<file path="src/design/bprs_pkg.sv">
// Shared constants, types and helpers of the byte pattern replace stream core.
package bprs_pkg;

  localparam int unsigned ByteW      = 8;
  localparam int unsigned Lanes      = 8;
  localparam int unsigned LaneIdxW   = $clog2(Lanes);
  localparam int unsigned CountW     = $clog2(Lanes + 1);
  localparam int unsigned DataW      = Lanes * ByteW;
  localparam int unsigned CfgDataW   = 64;
  localparam int unsigned CfgIdxW    = 3;
  localparam int unsigned PosW       = 32;
  localparam int unsigned LimitW     = 31;
  localparam int unsigned LenW       = 4;
  localparam int unsigned QueueDepth = 4;

  localparam logic [LimitW-1:0] LimitDefault = 31'h7FFF_FFFF;

  typedef enum logic [CfgIdxW-1:0] {
    RegPatternBytes     = 3'd0,
    RegPatternLength    = 3'd1,
    RegReplacementBytes = 3'd2,
    RegReplacementLen   = 3'd3,
    RegStartOffset      = 3'd4,
    RegReplacementLimit = 3'd5
  } cfg_reg_e;

  typedef struct packed {
    logic [DataW-1:0]  data;
    logic [CountW-1:0] count;
    logic              last;
  } cmd_t;

  function automatic logic [LenW-1:0] clamp_len(logic [LenW-1:0] v);
    return (v > LenW'(Lanes)) ? LenW'(Lanes) : v;
  endfunction

endpackage

</file>
<file path="src/design/bprs_fifo.sv">
// Command queue between the classifying front end and the emitting back end.
module bprs_fifo import bprs_pkg::*; #(
  parameter int unsigned Depth = QueueDepth
) (
  input  logic clk_i,
  input  logic rst_ni,
  input  logic push_i,
  input  cmd_t cmd_i,
  input  logic pop_i,
  output cmd_t cmd_o,
  output logic full_o,
  output logic empty_o
);

  localparam int unsigned PtrW = (Depth > 1) ? $clog2(Depth) : 1;
  localparam int unsigned CntW = $clog2(Depth + 1);

  cmd_t            mem_q [Depth];
  logic [PtrW-1:0] wr_ptr_q, wr_ptr_d;
  logic [PtrW-1:0] rd_ptr_q, rd_ptr_d;
  logic [CntW-1:0] cnt_q, cnt_d;
  logic            do_push, do_pop;

  assign full_o  = (cnt_q == CntW'(Depth));
  assign empty_o = (cnt_q == '0);
  assign do_push = push_i && !full_o;
  assign do_pop  = pop_i && !empty_o;
  assign cmd_o   = mem_q[rd_ptr_q];

  always_comb begin
    wr_ptr_d = wr_ptr_q;
    rd_ptr_d = rd_ptr_q;
    cnt_d    = cnt_q;
    if (do_push) begin
      wr_ptr_d = (wr_ptr_q == PtrW'(Depth - 1)) ? '0 : wr_ptr_q + PtrW'(1);
    end
    if (do_pop) begin
      rd_ptr_d = (rd_ptr_q == PtrW'(Depth - 1)) ? '0 : rd_ptr_q + PtrW'(1);
    end
    if (do_push && !do_pop) begin
      cnt_d = cnt_q + CntW'(1);
    end else if (!do_push && do_pop) begin
      cnt_d = cnt_q - CntW'(1);
    end
  end

  always_ff @(posedge clk_i or negedge rst_ni) begin
    if (!rst_ni) begin
      wr_ptr_q <= '0;
      rd_ptr_q <= '0;
      cnt_q    <= '0;
    end else begin
      wr_ptr_q <= wr_ptr_d;
      rd_ptr_q <= rd_ptr_d;
      cnt_q    <= cnt_d;
    end
  end

  always_ff @(posedge clk_i) begin
    if (do_push) begin
      mem_q[wr_ptr_q] <= cmd_i;
    end
  end

endmodule

</file>
<file path="src/design/bprs_front.sv">
// Front end: configuration registers, match window and per-transfer command build.
module bprs_front import bprs_pkg::*; (
  input  logic                clk_i,
  input  logic                rst_ni,
  input  logic                cfg_we_i,
  input  logic [CfgIdxW-1:0]  cfg_idx_i,
  input  logic [CfgDataW-1:0] cfg_wdata_i,
  input  logic                in_valid_i,
  input  logic [ByteW-1:0]    in_byte_i,
  input  logic                end_in_i,
  output logic                in_stall_o,
  input  logic                q_full_i,
  output logic                q_push_o,
  output cmd_t                q_cmd_o
);

  logic [DataW-1:0]    pat_q;
  logic [LenW-1:0]     pat_len_q;
  logic [DataW-1:0]    repl_q;
  logic [LenW-1:0]     repl_len_q;
  logic [PosW-1:0]     start_q;
  logic [LimitW-1:0]   limit_q;

  logic [DataW-1:0]    win_q, win_d;
  logic [LaneIdxW-1:0] fill_q, fill_d;
  logic [PosW-1:0]     pos_q, pos_d;
  logic [LimitW-1:0]   left_q, left_d;
  logic [LenW-1:0]     alen_q, alen_d;

  logic                accept;
  logic                first;
  logic [LenW-1:0]     alen;
  logic [LenW-1:0]     alen_m1;
  logic [LimitW-1:0]   left;
  logic                searching;
  logic [DataW-1:0]    win_ins;
  logic [CountW-1:0]   nfill;
  logic                full_win;
  logic                match;
  cmd_t                cmd;

  assign accept     = in_valid_i && !q_full_i;
  assign in_stall_o = q_full_i;
  assign q_push_o   = accept;
  assign q_cmd_o    = cmd;

  assign first     = (pos_q == '0);
  assign alen      = first ? clamp_len(pat_len_q) : alen_q;
  assign alen_m1   = alen - LenW'(1);
  assign left      = first ? limit_q : left_q;
  assign searching = (alen != '0) && (left != '0) && (pos_q >= start_q);
  assign nfill     = CountW'(fill_q) + CountW'(1);
  assign full_win  = (nfill == CountW'(alen));

  always_comb begin
    for (int i = 0; i < Lanes; i++) begin
      win_ins[i*ByteW +: ByteW] = (LaneIdxW'(i) == fill_q) ? in_byte_i
                                                            : win_q[i*ByteW +: ByteW];
    end
  end

  always_comb begin
    match = 1'b1;
    for (int i = 0; i < Lanes; i++) begin
      if ((LenW'(i) < alen) && (win_ins[i*ByteW +: ByteW] != pat_q[i*ByteW +: ByteW])) begin
        match = 1'b0;
      end
    end
  end

  always_comb begin
    cmd.data  = win_ins;
    cmd.count = nfill;
    cmd.last  = end_in_i;
    win_d     = win_ins;
    fill_d    = fill_q;
    left_d    = left;
    alen_d    = alen;
    pos_d     = (pos_q == '1) ? pos_q : pos_q + PosW'(1);
    if (!searching) begin
      fill_d = '0;
    end else if (!full_win) begin
      fill_d = nfill[LaneIdxW-1:0];
      if (!end_in_i) begin
        cmd.count = '0;
      end
    end else if (match) begin
      cmd.data  = repl_q;
      cmd.count = CountW'(clamp_len(repl_len_q));
      fill_d    = '0;
      left_d    = left - LimitW'(1);
    end else begin
      if (!end_in_i) begin
        cmd.count = CountW'(1);
      end
      win_d  = win_ins >> ByteW;
      fill_d = alen_m1[LaneIdxW-1:0];
    end
    if (end_in_i) begin
      fill_d = '0;
      pos_d  = '0;
    end
  end

  always_ff @(posedge clk_i or negedge rst_ni) begin
    if (!rst_ni) begin
      pat_q      <= '0;
      pat_len_q  <= '0;
      repl_q     <= '0;
      repl_len_q <= '0;
      start_q    <= '0;
      limit_q    <= LimitDefault;
    end else if (cfg_we_i) begin
      case (cfg_reg_e'(cfg_idx_i))
        RegPatternBytes:     pat_q      <= cfg_wdata_i[DataW-1:0];
        RegPatternLength:    pat_len_q  <= cfg_wdata_i[LenW-1:0];
        RegReplacementBytes: repl_q     <= cfg_wdata_i[DataW-1:0];
        RegReplacementLen:   repl_len_q <= cfg_wdata_i[LenW-1:0];
        RegStartOffset:      start_q    <= cfg_wdata_i[PosW-1:0];
        RegReplacementLimit: limit_q    <= cfg_wdata_i[LimitW-1:0];
        default: ;
      endcase
    end
  end

  always_ff @(posedge clk_i or negedge rst_ni) begin
    if (!rst_ni) begin
      fill_q <= '0;
      pos_q  <= '0;
      left_q <= '0;
      alen_q <= '0;
    end else if (accept) begin
      fill_q <= fill_d;
      pos_q  <= pos_d;
      left_q <= left_d;
      alen_q <= alen_d;
    end
  end

  always_ff @(posedge clk_i) begin
    if (accept) begin
      win_q <= win_d;
    end
  end

endmodule

</file>
<file path="src/design/bprs_back.sv">
// Back end: takes commands from the queue and emits their bytes one per transfer.
module bprs_back import bprs_pkg::*; (
  input  logic             clk_i,
  input  logic             rst_ni,
  input  logic             q_empty_i,
  input  cmd_t             q_cmd_i,
  output logic             q_pop_o,
  output logic             out_valid_o,
  input  logic             out_stall_i,
  output logic [ByteW-1:0] out_byte_o,
  output logic             has_byte_o,
  output logic             end_out_o
);

  cmd_t cur_q;
  logic cur_valid_q;
  logic xfer;
  logic done;
  logic free;
  logic keep;

  assign xfer    = cur_valid_q && !out_stall_i;
  assign done    = xfer && (cur_q.count <= CountW'(1));
  assign free    = !cur_valid_q || done;
  assign q_pop_o = free && !q_empty_i;
  assign keep    = (q_cmd_i.count != '0) || q_cmd_i.last;

  assign out_valid_o = cur_valid_q;
  assign has_byte_o  = (cur_q.count != '0);
  assign out_byte_o  = has_byte_o ? cur_q.data[ByteW-1:0] : '0;
  assign end_out_o   = cur_q.last && (cur_q.count <= CountW'(1));

  always_ff @(posedge clk_i or negedge rst_ni) begin
    if (!rst_ni) begin
      cur_valid_q <= 1'b0;
    end else if (free) begin
      cur_valid_q <= q_pop_o && keep;
    end
  end

  always_ff @(posedge clk_i) begin
    if (q_pop_o) begin
      cur_q <= q_cmd_i;
    end else if (xfer) begin
      cur_q.data  <= cur_q.data >> ByteW;
      cur_q.count <= cur_q.count - CountW'(1);
    end
  end

endmodule

</file>
<file path="src/design/byte_pattern_replace_stream_core.sv">
// Byte stream find-and-replace core: front end, command queue and back end.
//
// Input channel: one source byte per transfer (in_valid_i high, in_stall_o low),
// end_in_i marks the last byte of a stream. Output channel: one result per
// transfer (out_valid_o high, out_stall_i low) with out_byte_o, has_byte_o and
// end_out_o; a stream ends with end_out_o on its last result, or on a bare
// marker (has_byte_o low, out_byte_o zero) when nothing is left to emit.
// Configuration: cfg_we_i writes cfg_wdata_i into register cfg_idx_i; the user
// must write only while the core is idle, which the block does not enforce.
// Throughput: one source byte per cycle while the command queue has room;
// an item that yields bytes holds the back end while they go out, one byte per
// cycle while out_stall_i is low; one that yields nothing takes one queue slot.
// An item's first result goes into the command queue, then is loaded from it
// into the back end register, from which it is offered.
// Reset: clears stream position, window fill and queue, loads the register
// defaults; no clearing pass is needed. While the receiver stalls, the
// result on offer holds and the front end keeps taking bytes until the
// queue of QueueDepth commands fills, then raises in_stall_o.
module byte_pattern_replace_stream_core import bprs_pkg::*; #(
  parameter int unsigned QueueDepth = bprs_pkg::QueueDepth
) (
  input  logic                clk_i,
  input  logic                rst_ni,
  input  logic                cfg_we_i,
  input  logic [CfgIdxW-1:0]  cfg_idx_i,
  input  logic [CfgDataW-1:0] cfg_wdata_i,
  input  logic                in_valid_i,
  output logic                in_stall_o,
  input  logic [ByteW-1:0]    in_byte_i,
  input  logic                end_in_i,
  output logic                out_valid_o,
  input  logic                out_stall_i,
  output logic [ByteW-1:0]    out_byte_o,
  output logic                has_byte_o,
  output logic                end_out_o
);

  cmd_t push_cmd;
  cmd_t pop_cmd;
  logic push;
  logic pop;
  logic q_full;
  logic q_empty;

  bprs_front u_front (
    .clk_i       (clk_i),
    .rst_ni      (rst_ni),
    .cfg_we_i    (cfg_we_i),
    .cfg_idx_i   (cfg_idx_i),
    .cfg_wdata_i (cfg_wdata_i),
    .in_valid_i  (in_valid_i),
    .in_byte_i   (in_byte_i),
    .end_in_i    (end_in_i),
    .in_stall_o  (in_stall_o),
    .q_full_i    (q_full),
    .q_push_o    (push),
    .q_cmd_o     (push_cmd)
  );

  bprs_fifo #(
    .Depth (QueueDepth)
  ) u_fifo (
    .clk_i   (clk_i),
    .rst_ni  (rst_ni),
    .push_i  (push),
    .cmd_i   (push_cmd),
    .pop_i   (pop),
    .cmd_o   (pop_cmd),
    .full_o  (q_full),
    .empty_o (q_empty)
  );

  bprs_back u_back (
    .clk_i       (clk_i),
    .rst_ni      (rst_ni),
    .q_empty_i   (q_empty),
    .q_cmd_i     (pop_cmd),
    .q_pop_o     (pop),
    .out_valid_o (out_valid_o),
    .out_stall_i (out_stall_i),
    .out_byte_o  (out_byte_o),
    .has_byte_o  (has_byte_o),
    .end_out_o   (end_out_o)
  );

endmodule

</file>
<file path="config.mk">
export PLATFORM = sky130hd
export DESIGN_NAME = byte_pattern_replace_stream_core
export DESIGN_NICKNAME = d
export VERILOG_FILES = /design/src/design/bprs_pkg.sv /design/src/design/bprs_fifo.sv /design/src/design/bprs_front.sv /design/src/design/bprs_back.sv /design/src/design/byte_pattern_replace_stream_core.sv
export SDC_FILE = /design/constraint.sdc
export NUM_CORES = 1
export LEC_CHECK = 0
export BUFFER_PORTS_ARGS = -buffer_cell sky130_fd_sc_hd__buf_4
export CAP_MARGIN = 20
export CORE_ASPECT_RATIO = 2
export CORE_MARGIN = 2
export CORE_UTILIZATION = 54
export CTS_CLUSTER_SIZE = 24
export DETAILED_ROUTE_END_ITERATION = 8
export PLACE_DENSITY = 0.68
export REMOVE_ABC_BUFFERS = 1
export SKIP_LAST_GASP = 1
export SYNTH_ARGS = -nofsm -noshare
export SYNTH_HDL_FRONTEND = slang
export SYNTH_SLANG_ARGS = --single-unit
</file>
<file path="constraint.sdc">
create_clock -name clk_i -period 8.98 [get_ports clk_i]
set_clock_uncertainty 0.2 [all_clocks]
set_input_delay 0.898 -clock clk_i [delete_from_list [all_inputs] [get_ports clk_i]]
set_output_delay 0.898 -clock clk_i [all_outputs]
set_load 0.02 [all_outputs]
</file>
### Word level (Yosys, flattened, before mapping)

Memory sizes are Yosys's and may differ from the RTL's.
Cells that the tools add are included.

* flip-flop bits (word level): 410
* bits in writable memories: 276
* word-level logic and storage cells: 159
* memories kept: 1

* add/subtract/negate cells: 9
* order comparisons: 12
* equality and inequality tests: 26
* muxes and demuxes: 48
* reductions and logical operators: 45

Memory list
* u_fifo.mem_q: words 4, bits a word 69, read ports 1, clocked after Yosys merged registers in 0, write ports 1, RTL line bprs_fifo.sv:18 `cmd_t mem_q [Depth];`

Operators by type and width (number)
* $mux W64: 5
* $mux W68: 3
* $mux W31: 4
* $mux W8: 9
* $mux W32: 2
* $ne A8 B8 Y1: 8
* $add A32 B1 Y32 const B: 1
* $eq A32 B32 Y1 const B: 1
* $ge A32 B32 Y1: 1
* $logic_not A32 Y1: 1
* $reduce_bool A31 Y1: 1
* $sub A31 B1 Y31 const B: 1
* $mux W4: 7
* $logic_and A1 B1 Y1: 20
* $mux W3: 6
* $lt A3 B4 Y1 const A: 4
* $reduce_and A2 Y1: 7
* $eq A3 B3 Y1 const A: 4
* $reduce_bool A4 Y1: 3
* $mux W1: 10
* $eq A3 B3 Y1 const B: 3
* $logic_not A3 Y1: 3
* $gt A4 B4 Y1 const B: 2
* $lt A1 B4 Y1 const A: 2
* 18 further kinds: 32

### Depth between registers and ports, before layout

Gate-level depths: netlist of the first run.

* depth in word-level cells: 17
* mapped depth: 23

### Cells and area by module

From an unflattened synthesis of the first run, not the netlist that was laid out.

* cell total of the unflattened synthesis: 2580
* area, all modules: 33309.4 µm²

By module, submodules not included
* bprs_front: times used 1, cells an instance 2005, area each 19688.9 µm², seq. area each 8692.1 µm²
* bprs_fifo: times used 1, cells an instance 398, area each 10488.8 µm², seq. area each 8463.1 µm²
* bprs_back: times used 1, cells an instance 177, area each 3131.8 µm², seq. area each 2097.0 µm²

### Worst setup path before layout of the first run

Ideal clock, no wire load.

* path kind: input-to-reg
* start point: input port out_stall_i
* end point: register u_back.cur_q[10] (netlist name), enable pin
* arrival time: 5678 ps
* setup slack: 2515 ps
* stages: 1
* cell sequence: o21ai_0

* cells in the longest elaborated chain, start to end: 6

Ends and longest elaborated chain
* from (decl): RTL line byte_pattern_replace_stream_core.sv:32 `input logic out_stall_i,`
* $logic_not A1 Y1 *: RTL line bprs_back.sv:22 `assign xfer = cur_valid_q && !out_stall_i;`
* $logic_and A1 B1 Y1 *: RTL line bprs_back.sv:22
* $logic_and A1 B1 Y1: RTL line bprs_back.sv:23 `assign done = xfer && (cur_q.count <= CountW'(1));`
* $logic_or A1 B1 Y1: RTL line bprs_back.sv:24 `assign free = !cur_valid_q || done;`
* $logic_and A1 B1 Y1: RTL line bprs_back.sv:25 `assign q_pop_o = free && !q_empty_i;`
* $reduce_bool A2 Y1 (no line) *
* to (signal assigned): RTL line bprs_back.sv:43 `cur_q <= q_cmd_i;`
* to (decl): RTL line bprs_back.sv:15 `cmd_t cur_q;`

Every way passes the cells marked *; elsewhere a longest branch is shown, timed or not.
A chain may end at the register's enable or synchronous reset.

### Final worst setup path of the first run

* start point: register u_front.pos_q[15]
* end point: register u_front.win_q[1], data pin

* cells in the longest elaborated chain, start to end: 15

Ends and longest elaborated chain
* from (decl): RTL line bprs_front.sv:26 `logic [PosW-1:0] pos_q, pos_d;`
* from (signal assigned): RTL line bprs_front.sv:134 `pos_q <= pos_d;`
* $logic_not A32 Y1: RTL line bprs_front.sv:47 `assign first = (pos_q == '0);`
* $mux W4: RTL line bprs_front.sv:48 `assign alen = first ? clamp_len(pat_len_q) : alen_q;`
* $lt A1 B4 Y1: RTL line bprs_front.sv:65 `if ((LenW'(i) < alen) && (win_ins[i*ByteW +: ByteW] != pat_q[i*ByteW +: ByteW])) begin`
* $logic_and A1 B1 Y1: RTL line bprs_front.sv:65
* $mux W1 (8 in a row): RTL line bprs_front.sv:65
* $mux W64: RTL line bprs_front.sv:87 `end else if (match) begin`
* $mux W64: RTL line bprs_front.sv:82 `end else if (!full_win) begin`
* $mux W64 *: RTL line bprs_front.sv:80 `if (!searching) begin`
* named net u_front.win_d[1]: RTL line bprs_front.sv:24 `logic [DataW-1:0] win_q, win_d;`
* to (signal assigned): RTL line bprs_front.sv:142 `win_q <= win_d;`
* to (decl): RTL line bprs_front.sv:24

The timed path passes the listed nets; every way through them passes the cells marked *.

==> results of run 1 <==
## worst max-delay path: cells and delay by family (launching register included)
family	cells	cell delay, ns
AND/OR/NAND/NOR	9	2.78
buffers and inverters	1	0.61
adder cells (fa/ha/maj)	1	0.27
AO/OA/AOI/OAI	2	0.91
multiplexers	2	0.90
flip-flops	1	0.43
## report_power, final
part	internal, mW	switching [mW]
combinational	1.36	1.74
sequential	4.40	0.614
clock	1.47	1.19
## cells by family (layout without fill, tap and decap cells)
group | count (synthesis) | in the layout
DFF | 686 | 686
and+or+nand+nor | 629 | 629
AOI/OAI and AO/OA | 448 | 448
muxes | 372 | 372
buffers and inverters | 251 | 331
xor gates and xnor gates | 97 | 97
adders and majority gates | 53 | 53
## layout make-up
| class | instances | area, sq um | share of cell area |
|---|---|---|---|
| Clock inverter | 36 | 414.1 | 0.01138 |
| Sequential cell | 686 | 19260 | 0.5291 |
| Multi-Input combinational cell | 1599 | 12850 | 0.3530 |
| Inverter | 98 | 370.4 | 0.01018 |
| Tap cell | 780 | 975.9 | 0.02681 |
| Timing Repair Buffer | 124 | 938.4 | 0.02578 |
| Clock buffer | 73 | 1592 | 0.04373 |
## metal layers
metal | track usage | vias to the layer above | routed length [um]
li1 | - | 9631 | -
met1 | 0.3359 | 11070 | 32760
met2 | 0.5192 | 833 | 47910
met3 | 0.02975 | 322 | 3978
met4 | 0.1899 | 0 | 7102
met5 | 0 | - | 0
## worst max path at each step
stage | slack, ns | endpoint
global route | 2.32 | u_front.win_q[5]
finish | 2.68 | u_front.win_q[1]
CTS | 2.75 | u_front.win_q[5]
global placement | 2.93 | u_front.win_q[4]
floorplan | -6.87 | u_back.cur_q[10]
detailed placement | 2.79 | u_front.win_q[1]
## sequential cells by signal (all words and copies together) (netlist names)
| register | count |
|---|---|
| u_fifo.rd_ptr_q | 2 |
| u_back.out_valid_o | 1 |
| u_front.fill_q | 3 |
| u_front.repl_q | 64 |
| u_front.alen_q | 4 |
| u_front.left_q | 31 |
| u_fifo.wr_ptr_q | 2 |
| u_front.repl_len_q | 4 |
| u_fifo.mem_q | 276 |
| u_front.limit_q | 31 |
| u_front.pat_q | 64 |
| u_front.pat_len_q | 4 |
| u_front.win_q | 64 |
| u_front.start_q | 32 |
| u_back.cur_q | 69 |
| u_fifo.cnt_q | 3 |
| u_front.pos_q | 32 |
## per-stage QoR
step	power, mW	area (sq um)	hold WS, ns	utilization
floorplan	7.115	32370	0.2575	-
global placement	8.068	34390	0.2882	0.5666
detailed placement	8.180	34390	0.2964	0.5666
CTS	10.84	36400	0.1118	0.5996
global route	11.28	36400	0.1594	0.5996
finish	10.78	36400	0.09757	0.5996
## placed cells by master, fill, tap and decap left out, types with 9 or more instances in the layout
master	count
o21ai_0	107
a31oi_1	14
and3_1	9
clkinv_2	12
o22ai_1	15
nand2b_1	10
clkbuf_16	61
a21o_1	9
a21oi_1	113
nand2_1	132
xnor2_1	40
nor4_1	31
mux4_2	69
nand3_1	31
nor3_1	54
o31ai_1	18
nor2b_1	19
o221ai_1	10
buf_4	123
clkbuf_1	10
or4_1	20
a211oi_1	15
mux2_2	212
o221a_2	45
dfrtp_1	244
clkinv_1	10
and2_1	19
or3_1	70
ha_1	52
dfstp_2	31
xor2_1	57
mux2i_1	85
edfxtp_1	409
nor2_1	169
inv_1	96
nand4_1	19
==> impl_metrics.py, run 1 <==
metrics = {
    "global_route": {
        "grt_max_degree": 100,
        "grt_pass1_vias": 22530,
        "grt-ovfl-total": 0,
        "grt_pass1_wl_um": 138200,
        "track_usage": 0.2944,
        "antenna_found_initial": 0,
    },
    "die": {
        "core.rowCount": 128,
        "core-area_sq_um": 60700,
        "pin_count": 93,
        "die_x_um": 178.8,
        "start_util": 0.5436,
        "die_area_sq_um": 63210,
        "die_y_um": 353.6,
    },
    "yosys": {
        "synth_xor_area_frac": 0.02575,
        "synth-seq-area-share": 0.5835,
        "syn_area_sq_um": 32990,
        "synth-compound-area-share": 0.09507,
        "syn-instance-count": 2536,
        "synth_top_family_by_area": "multiplexers",
        "ys_types": 86,
        "ys_top_cells_by_count": "edfxtp_1, dfrtp_1, mux2_2, nor2_1, nand2_1",
        "synth-edff-count": 409,
        "netlist.area_leader.share": 0.3722,
        "yosysMostFrequentCell": "edfxtp_1",
        "synth-simple-area-share": 0.09754,
        "async_flop_share": 0.4038,
        "synth_fa_ha_area_frac": 0.02033,
        "yosys_warnings": 0,
        "muxShareOfSynthArea": 0.1477,
        "ys_top_cells_by_area": "edfxtp_1, dfrtp_1, mux2_2, mux4_2, mux2i_1",
        "synth_area_per_cell_sq_um": 13.01,
        "synthFlopType": "edfxtp_1",
        "synth_area_leader_cell": "edfxtp_1",
        "ys_seq_elements": 686,
    },
    "clock_tree": {
        "cts_resized": 0,
        "cts_setup_buffers": 0,
        "cts_buffer_depth": 3,
        "cts_tree": "built",
        "path_clk_slew_ns": 0.07,
        "clockRootBuffer": "clkbuf_16",
        "h-tree-depth": 2,
        "cts_hold_buf": 0,
        "insertion_delay_ns": 0.64,
        "numCtsBuffers": 58,
        "clock_sinks": 686,
    },
    "critical_path": {
        "worstPathArrival_ns": 6.60,
        "cpPeakStageDelay_ns": 0.81,
        "cp-startpoint": "u_front.pos_q[15]",
        "cp_max_fo": 78,
        "r2r_slack_ns": 2.68,
        "startpoint_type": "flop",
        "r2r-end": "u_front.win_q[1]",
        "setup.worst_path.class": "reg2reg",
        "worstPathCellList": "nor4_1 -> nand4_1 -> nor2_4 -> mux2i_1 -> ha_1 -> nor4b_1 -> nand4_1 -> nor3_1 -> or3_1 -> a211oi_2 -> nand2_1 -> nor2b_4 -> buf_4 -> mux2i_1 -> o221a_2",
        "end_kind": "flop",
        "worstPathRequired_ns": 9.28,
        "cp_slowest_cell": "nor2_4",
        "reg2reg_from": "u_front.pos_q[15]",
        "reg2reg_depth": 15,
    },
    "sta": {
        "maxSlewViolCount": 0,
        "setup_tns_ns": 0,
        "max_freq_mhz": 158.8,
        "rsz0062_at_grt": "no",
        "maxSlewHeadroom": 0.2756,
        "setup_viol": 0,
        "worstMarginPinSlew_ns": 1.077,
        "hold_violations": 0,
        "period_needed_ns": 6.297,
        "post-route-period-util": 0.7013,
        "layout_setup_ws_ns": 2.683,
    },
    "routing": {
        "drt_pass1_iterations": 6,
        "first_iter_violations": 2026,
        "via_per_inst": 6.435,
        "routed_wl_um": 91750,
        "via_count": 21850,
        "ant_nets": 0,
        "drt-wirelength-per-cell_um": 27.02,
        "drcViolationCount": 0,
    },
    "placement": {
        "portBuffers": 92,
        "gp_congestion": 0.9919,
        "dp_slack_ns": 2.790,
        "dp_cells": 3287,
        "hpwlAfterDp_um": 64560,
    },
    "job": {
        "max-cap-violations": 0,
    },
    "cells_and_area": {
        "nets": 2701,
        "n_fill_cell": 4726,
        "area_growth_pct": 10.31,
        "diodes": 0,
        "stdcell_count": 3396,
        "drive_gt1_frac": 0.2381,
    },
    "outcome": {
        "outcome": "finished, final reports clean",
    },
    "hold_path": {
        "hp-class": "in2async",
    },
    "power_and_ir_drop": {
        "leakage_nw": 13.55,
        "p_per_area_nw_per_um2": 296.1,
        "vdd_drop_max_mv": 0.1871,
    },
}
Note: power is estimated with default switching activity, not from simulation.
==> run 2, diff against run 1 <==
--- a/config.mk
+++ b/config.mk
@@ -12,7 +12,7 @@
 export CORE_UTILIZATION = 54
 export CTS_CLUSTER_SIZE = 24
 export DETAILED_ROUTE_END_ITERATION = 8
-export PLACE_DENSITY = 0.68
+export PLACE_DENSITY = 0.7
 export REMOVE_ABC_BUFFERS = 1
 export SKIP_LAST_GASP = 1
 export SYNTH_ARGS = -nofsm -noshare
==> constraint.sdc (replaced) <==
create_clock -name clk_i -period 5.4 [get_ports clk_i]
set_clock_uncertainty 0.2 [all_clocks]
set_input_delay 0.54 -clock clk_i [delete_from_list [all_inputs] [get_ports clk_i]]
set_output_delay 0.54 -clock clk_i [all_outputs]
set_load 0.02 [all_outputs]
==> run 2 against run 1 <==
  * Die area unchanged
  * Sequential power up 67%
  * Via count up 2.2%
  * Total power up 70%
  * Non-clock buffer count up 96
  * Utilization up 1.8 points
  * Worst hold slack worse by 0.068 ns
  * Flip-flop and latch count unchanged
  * Global-route usage up 0.66 points
  * Routed wire length up 2.3%
==> impl_metrics.py, run 2 (synthesis results as in run 1) <==
metrics = {
    "outcome": {
        "outcome": "finished, final reports clean",
    },
    "critical_path": {
        "critPathCapture": "u_fifo.mem_q[0][27]",
        "cp-startpoint": "u_front.pos_q[0]",
        "r2r_slack_ns": 0.27,
        "r2r-end": "u_fifo.mem_q[0][27]",
        "cp_max_fo": 28,
        "timing.critical_path.mode_cell": "ha_1",
        "cp.depth": 15,
        "setup.worst_path.class": "reg2reg",
        "cpLargestDelayFamily": "simple AND/OR/NAND/NOR gates",
        "worstPathArrival_ns": 5.31,
        "worstPathCellList": "inv_1 -> ha_1 -> nor4b_2 -> nand4_2 -> nor2_4 -> mux2i_1 -> ha_1 -> or4b_2 -> nor3_1 -> a211oi_4 -> o2111ai_4 -> buf_4 -> buf_6 -> nor2_1 -> a21oi_1",
        "end_kind": "flop",
        "cp_slowest_cell": "or4b_2",
        "reg2reg_depth": 15,
        "path_buf_inv": 3,
        "worstPathRequired_ns": 5.57,
        "startpoint_type": "flop",
        "reg2reg_from": "u_front.pos_q[0]",
        "cpPeakStageDelay_ns": 0.59,
    },
    "sta": {
        "period_needed_ns": 5.134,
        "hold_ws_ns": 0.03005,
        "setup_tns_ns": 0,
        "post-route-period-util": 0.9507,
        "worstMarginPinSlew_ns": 1.180,
        "max_freq_mhz": 194.8,
        "setup_viol": 0,
        "rsz0062_at_grt": "yes",
        "maxSlewHeadroom": 0.2058,
        "maxSlewViolCount": 0,
        "hold_violations": 0,
    },
    "routing": {
        "via_count": 22330,
        "drt-wirelength-per-cell_um": 26.86,
        "drcViolationCount": 0,
        "drt_pass1_iterations": 5,
        "first_iter_violations": 2130,
        "routed_wl_um": 93820,
        "ant_nets": 0,
        "via_per_inst": 6.394,
    },
    "job": {
        "max-cap-violations": 0,
    },
    "cells_and_area": {
        "mostFrequentLayoutCells": "edfxtp_1, dfrtp_1, mux2_2, nor2_1, buf_4",
        "nets": 2798,
        "stdcell_count": 3493,
        "regMostFlops": "u_fifo.mem_q",
        "drive_gt1_frac": 0.2507,
        "final_util": 0.6172,
        "mostFrequentLayoutCell": "edfxtp_1",
        "largestRegisters": "u_fifo.mem_q (276), u_back.cur_q (69)",
        "largest_reg_flops": 276,
        "area_growth_pct": 13.54,
    },
    "die": {
        "die_x_um": 178.8,
        "start_util": 0.5436,
        "pin_count": 93,
        "core-area_sq_um": 60700,
        "core.rowCount": 128,
        "die_area_sq_um": 63210,
        "die_y_um": 353.6,
    },
    "power_and_ir_drop": {
        "leakage_nw": 14.08,
        "vdd_drop_max_mv": 0.3296,
        "p_per_area_nw_per_um2": 489.9,
    },
    "placement": {
        "dp_cells": 3331,
        "gp_congestion": 1.013,
        "hpwlAfterDp_um": 66040,
        "portBuffers": 92,
    },
    "clock_tree": {
        "clock_sinks": 686,
        "path_clk_slew_ns": 0.07,
        "cts_buffer_depth": 3,
        "clockRootBuffer": "clkbuf_16",
        "cts_tree": "built",
        "h-tree-depth": 2,
        "insertion_delay_ns": 0.63,
        "numCtsBuffers": 59,
    },
    "global_route": {
        "grt-ovfl-total": 0,
        "grt_pass1_wl_um": 141000,
        "grt_max_degree": 106,
        "antenna_found_initial": 1,
        "grt_pass1_vias": 22970,
        "track_usage": 0.3011,
    },
    "hold_path": {
        "hp-class": "in2reg",
    },
}
==> run 2: cell types whose count changed in the layout (fill, tap and decap cells not counted), sizes merged <==
cell / before / now
diode: 0 / 1
buf: 124 / 168
clkbuf: 73 / 75
dlygate4sd3: 0 / 52
bufinv: 7 / 11
clkinv: 25 / 21
clkinvlp: 2 / 3
inv: 100 / 97
==> run 2: what timing repair did <==
item,4_1_cts,5_1_grt
setup endpoints to repair,0,42
buffers inserted,0,0
hold buffers,52,0
endpoints found under the hold margin,211,0
gates resized for setup,0,7
==> run 2: worst min path at each step <==
stage               cells after the start                  start  slack [ns]               endpoint
floorplan                               0                 rst_ni        0.04     u_back.out_valid_o
global placement                        1  u_front.repl_len_q[2]        0.29  u_front.repl_len_q[2]
detailed placement                      1     u_front.repl_q[50]        0.30     u_front.repl_q[50]
CTS                                     3        cfg_wdata_i[27]        0.02    u_front.start_q[27]
global route                            2         cfg_wdata_i[6]        0.04     u_front.limit_q[6]
finish                                  3        cfg_wdata_i[27]        0.03    u_front.start_q[27]
==> run 2: area by class of cell <==
type                       instances  area, sq um
timing repair buffer             220         1868
clock buffer                      75         1638
tap                              780        975.9
antenna                            1        2.502
fill                            4675        23240
inverter                          98        370.4
multi-input combinational       1599        12870
clock inverter                    34        479.2
sequential                       686        19260
==> run 2: where the power goes <==
| group | switching (mW) | internal [mW] |
|---|---|---|
| clock | 1.97 | 2.67 |
| combinational | 2.97 | 2.36 |
| sequential | 1.06 | 7.32 |
| total | 6.01 | 12.3 |
==> run 2: worst min-delay path, delay by kind of cell <==
family          cells  cell delay (ns)
simple gates        1             0.06
buf+inv             1             0.16
compound gates      1             0.06
==> run 2: metrics by stage <==
step                setup slack (ns)  power [mW]  area [sq um]
floorplan                     -10.45       11.83         32370
global placement              0.3904       13.54         34800
detailed placement            0.2196       13.76         34800
CTS                           0.1730       18.42         37430
global route                -0.01806       19.14         37460
finish                        0.2664       18.35         37460
==> run 2: routing by layer <==
| metal | global-route usage | up-vias | routed length [um] |
|---|---|---|---|
| li1 | - | 9838 | - |
| met1 | 0.3423 | 11220 | 32910 |
| met2 | 0.5322 | 938 | 48910 |
| met3 | 0.03114 | 336 | 4690 |
| met4 | 0.1925 | 0 | 7308 |
| met5 | 0 | - | 0 |
